`src/rtl/lzw_pkg.sv`:
```
package lzw_pkg;

  localparam int CODE_BITS_DEF = 15;
  localparam int FIRST_CODE    = 256;
  localparam int HASH_BITS     = 13;
  localparam int HASH_DEPTH    = 1 << HASH_BITS;
  localparam logic [31:0] HASH_MULT = 32'd2654435761;
  localparam logic [7:0]  LONG_FLAG = 8'h80;
  localparam logic [7:0]  LOW_MASK  = 8'h7F;

  // bits of the code stream buffer and its fill count
  localparam int ACC_W = 24;
  localparam int CNT_W = 5;

endpackage

```
`src/rtl/lzw_ram.sv`:
```
module lzw_ram import lzw_pkg::*; #(
  parameter int WIDTH = 8,
  parameter int DEPTH = 256
) (
  input  logic                     clk_i,
  input  logic                     we_i,
  input  logic [$clog2(DEPTH)-1:0] waddr_i,
  input  logic [WIDTH-1:0]         wdata_i,
  input  logic [$clog2(DEPTH)-1:0] raddr_i,
  output logic [WIDTH-1:0]         rdata_o
);

  logic [WIDTH-1:0] mem_q [DEPTH];

  always_ff @(posedge clk_i) begin
    if (we_i) begin
      mem_q[waddr_i] <= wdata_i;
    end
    rdata_o <= mem_q[raddr_i];
  end

endmodule

```
`config.mk`:
```
export PLATFORM = sky130hd
export DESIGN_NAME = lzw_ram
export DESIGN_NICKNAME = d
export VERILOG_FILES = /design/src/rtl/lzw_pkg.sv /design/src/rtl/lzw_ram.sv
export SDC_FILE = /design/constraint.sdc
export NUM_CORES = 2
export LEC_CHECK = 0
export BUFFER_PORTS_ARGS = -buffer_cell sky130_fd_sc_hd__buf_2
export CAP_MARGIN = 30
export CORE_AREA = 2 2 487 489
export DETAILED_ROUTE_END_ITERATION = 10
export DIE_AREA = 0 0 489 491
export GPL_ROUTABILITY_DRIVEN = 0
export GPL_TIMING_DRIVEN = 0
export HOLD_SLACK_MARGIN = 0.08
export SYNTH_ARGS = -nofsm -noshare
export SYNTH_HDL_FRONTEND = slang
export SYNTH_SLANG_ARGS = --single-unit
```
`constraint.sdc`:
```
create_clock -name clk_i -period 1.9 [get_ports clk_i]
set_input_delay 0.19 -clock clk_i [delete_from_list [all_inputs] [get_ports clk_i]]
set_output_delay 0.19 -clock clk_i [all_outputs]
set_load 0.01 [all_outputs]
```
Word-level counts from Yosys, hierarchy flattened
Memories as Yosys holds them, arrays and structs flattened. A register that Yosys moved wholly into a read port is not among the register bits.
Index checks and enable logic that the tools add are counted.
{"block": "op_classes", "mux": 2}
{"op": "two-way mux 1 bit", "count": 2}
{"block": "totals", "ramBits": 2048, "out_inout_bits": 8, "word_cells": 3, "in_bits": 26, "mem_count": 1, "reg_bits": 0}
{"memory": "mem_q", "depth": 256, "word_bits": 8, "rd": 1, "rd_ports_with_merged_regs": 1, "wr": 1, "line_no": "lzw_ram.sv:13", "rtl": "logic [WIDTH-1:0] mem_q [DEPTH];"}

Logic depth before layout (Yosys ltp)
{"block": "logic_depth", "depth_word": 2, "mapped_depth": 11, "mapped_depth_nobuf": 6}

Worst setup path after synthesis
Ideal clock, no wire load.
{"block": "synth_path", "kind": "input to register", "from": "in raddr_i[0]", "to": "reg rdata_o[2], read port of mem_q", "setup_time_ps": 131, "path_buffers": 4, "stages": 9, "t_required_ps": 1769, "arrival_ps": 1997, "setup_slack_ps": -228, "path_cell_list": "buf_6 -> buf_12 -> buf_8 -> buf_2 -> mux4_2 -> a22oi_1 -> a21oi_1 -> nor4_1 -> nor4_2"}
{"element": "start: declaration", "line_no": "lzw_ram.sv:9", "rtl": "input logic [$clog2(DEPTH)-1:0] raddr_i,"}
{"element": "end: declaration", "line_no": "lzw_ram.sv:10", "rtl": "output logic [WIDTH-1:0] rdata_o"}

==> flow_summary.ini <==
[cells_and_area]
syn_to_final_growth_pct = 18.4
fin_area_mm2 = 0.0942
fin_util_pct = 40.2
fillers = 20500
nNetsFinal = 4080
fin_cells = 7384
final_layout_size_suffix_gt1_share_pct = 32.0

[power]
p_seq_share_pct = 51.8
power_density_mw_per_mm2 = 1030
p_comb_share_pct = 6.3
ir_drop_mv = 0.843
p_sw_share_pct = 22.7
p_leak_nw = 28.5
switching_power_mw = 21.9
power_frac_clock_pct = 41.9
internal_power_mw = 74.7

[critical_path]
cp-end-kind = register
r2r_start = mem_q[80][6]$_DFFE_PP_
setup.worst_path.start = raddr_i[1]
rr_worst_depth = 6
crit_type = input pin to register
required_ns = 2.59
critical_path_arrival_ns = 3.24
crit_fanout = 10
reg2reg_slack_ns = -0.63
startpoint_type = input pin

[synth]
yosysUniqueCellTypes = 55
netlist.area_leader.share_pct = 77.3
synth-xor-area-share_pct = 0
synth-simple-area-share_pct = 2.63
synthTopCellsByArea = edfxtp_1 77%, mux4_2 13%, mux2i_1 1.7%
netlist_top_cells_count = 2,048 x edfxtp_1, 454 x mux4_2, 282 x nor2_1
synth_edf_count = 2048
synth_top_family_by_area = multiplexers
netlist_area_mm2 = 0.0796
synth_top_area_cell = edfxtp_1
synth_compound_area_share_pct = 3.42
seq_area_frac_synth_pct = 77.5
synth_most_common_cell = edfxtp_1
synth_cells = 3733
synth_warnings = 0
syn_nets = 3759
postSynthAreaPerCell_um2 = 21.3
synth_mux_area_share_pct = 14.6
synthArstFlopShare_pct = 0
synthFlopType = edfxtp_1
synth_seq_cells = 2056
synth_adder_area_share_pct = 0

[timing]
tightest_slew_ns = 1.23
rsz0062_at_grt = yes
fmax_ghz = 0.391
setup_tns_ns = -5.53
fin_crit_sh_pct = 134
fin_ws_ns = -0.655
final_hold_viol_count = 0
setup_viol = 37
clock_skew_ns = 0.0536
min_period_ns = 2.55
whs_ns = 0.100
slew_violations = 0
slew_headroom_pct = 18.0

[floorplanning]
fp.coreArea_mm2 = 0.235
rows = 178
die_h_um = 491
ios = 34
die_area_mm2 = 0.240
start_util_pct = 33.9
die_x_um = 489

[clock_network]
clkTransAtPathRegs_ns = 0.06
cts_tree = yes
cts.sinks = 2056
cts_buffer_depth = 3
clk_latency_ns = 0.86
cts_buffers = 207
root_buffer = clkbuf_16
cts_max_level = 4

[place]
dp.cells = 6974
placement.cell_area_mm2 = 0.0850
port_buffers = 26
place_hpwl_um = 165000

[drt]
vias_per_cell = 5.68
vias = 42000
firstDrtPassIters = 7
drc = 0
post_drt_wl_per_cell_um = 33.6
antenna_left = 0
wirelength_um = 248000
drtIter0Drc = 6228

[global_routing]
overflow = 0
grt_pass1_vias = 41400
antenna_found_initial = 15
grt_max_degree = 153
grt_usage_pct = 20.3
grt_pass1_wl_um = 338000

[worst_hold_path]
holdCritStartpoint = waddr_i[4]
whs_path_depth = 3
hp-class = input pin to register

[run_status]
status = complete, but fails checks
violations = setup timing

[job]
maxCapViolCount = 0
## per-layer routing
| metal | share of wire (%) | vias to the layer above | track usage (%) |
|---|---|---|---|
| met5 | 0.0048 | - | 0 |
| met4 | 4.9 | 2 | 9.85 |
| met3 | 10 | 524 | 5.24 |
| met2 | 46 | 2515 | 30.8 |
| met1 | 39 | 22500 | 27.2 |
| li1 | - | 16400 | - |
## through the flow
stage	worst slack, ns	total power [mW]
final	-0.655	96.6
after global routing	-0.606	98.7
after CTS	-0.546	96.6
after detailed placement	-2.63	56.5
after global placement	-3.70	56.4
after floorplan	-0.109	53.5
## critical path, cell delays in order
cell	delay, ns
buf_2	0.13
buf_4	0.20
or2b_1	0.46
clkbuf_2	0.36
o221ai_1	0.42
a21oi_1	0.18
o32ai_4	0.48
nor3_2	0.10
nor4_4	0.68
## area by class of cell
type,instances,area (µm²),share of cell area (%)
tap,3150,3940,4.18
clock inverter,124,1200,1.28
antenna,9,22.5,0.0239
inverter,2,11.3,0.0120
multi-input combinational,1442,18500,19.7
timing repair buffer,113,1340,1.42
clock buffer,256,5460,5.79
buffer,232,2020,2.15
sequential,2056,61700,65.5
## logic make-up (layout without fill, tap and decap cells)
family | count (synthesis) | count (layout)
compound gates | 385 | 385
mux | 591 | 591
simple gates | 466 | 466
buf+inv | 235 | 727
flops | 2056 | 2056
other cells | 0 | 9
## placed cells by master (no fill, tap or decap), drive strengths merged, types with 17 or more instances in the layout
master / n
edfxtp: 2048
mux4: 456
clkbuf: 360
nor2: 282
buf: 232
mux2i: 134
a22oi: 133
a21oi: 96
clkinv: 93
o221ai: 47
nand3: 34
nand2: 33
nor2b: 31
o22ai: 28
nor4: 27
nor3: 22
bufinv: 17
## worst paths after layout
kind	endpoint
worst max-delay path	rdata_o[3]$_DFF_P_
worst max register to register	rdata_o[6]$_DFF_P_
worst min-delay path	mem_q[178][3]$_DFFE_PP_
worst min register to register	rdata_o[5]$_DFF_P_
## power by group through the flow
stage               clock network (mW)  logic (mW)  registers, mW
floorplan                            0        2.51           51.0
global placement                     0        5.24           51.2
detailed placement                   0        5.54           51.0
CTS                               40.7        5.90           50.0
global route                      42.5        6.20           50.0
finish                            40.5        6.11           50.0
## what timing repair did
item                        CTS  global route
pin swaps                    23            17
setup buffers                13             1
setup endpoints to repair  1709          1285
hold buffers                  8             0
gates resized for setup     488           142
hold endpoints to repair    817             0
gates cloned                  0             0
## state kept, by name, summed over array words and instances, names as in the netlist
register / flops
mem_q: 2048
rdata_o: 8
Note: power is estimated with default switching activity, not from simulation.
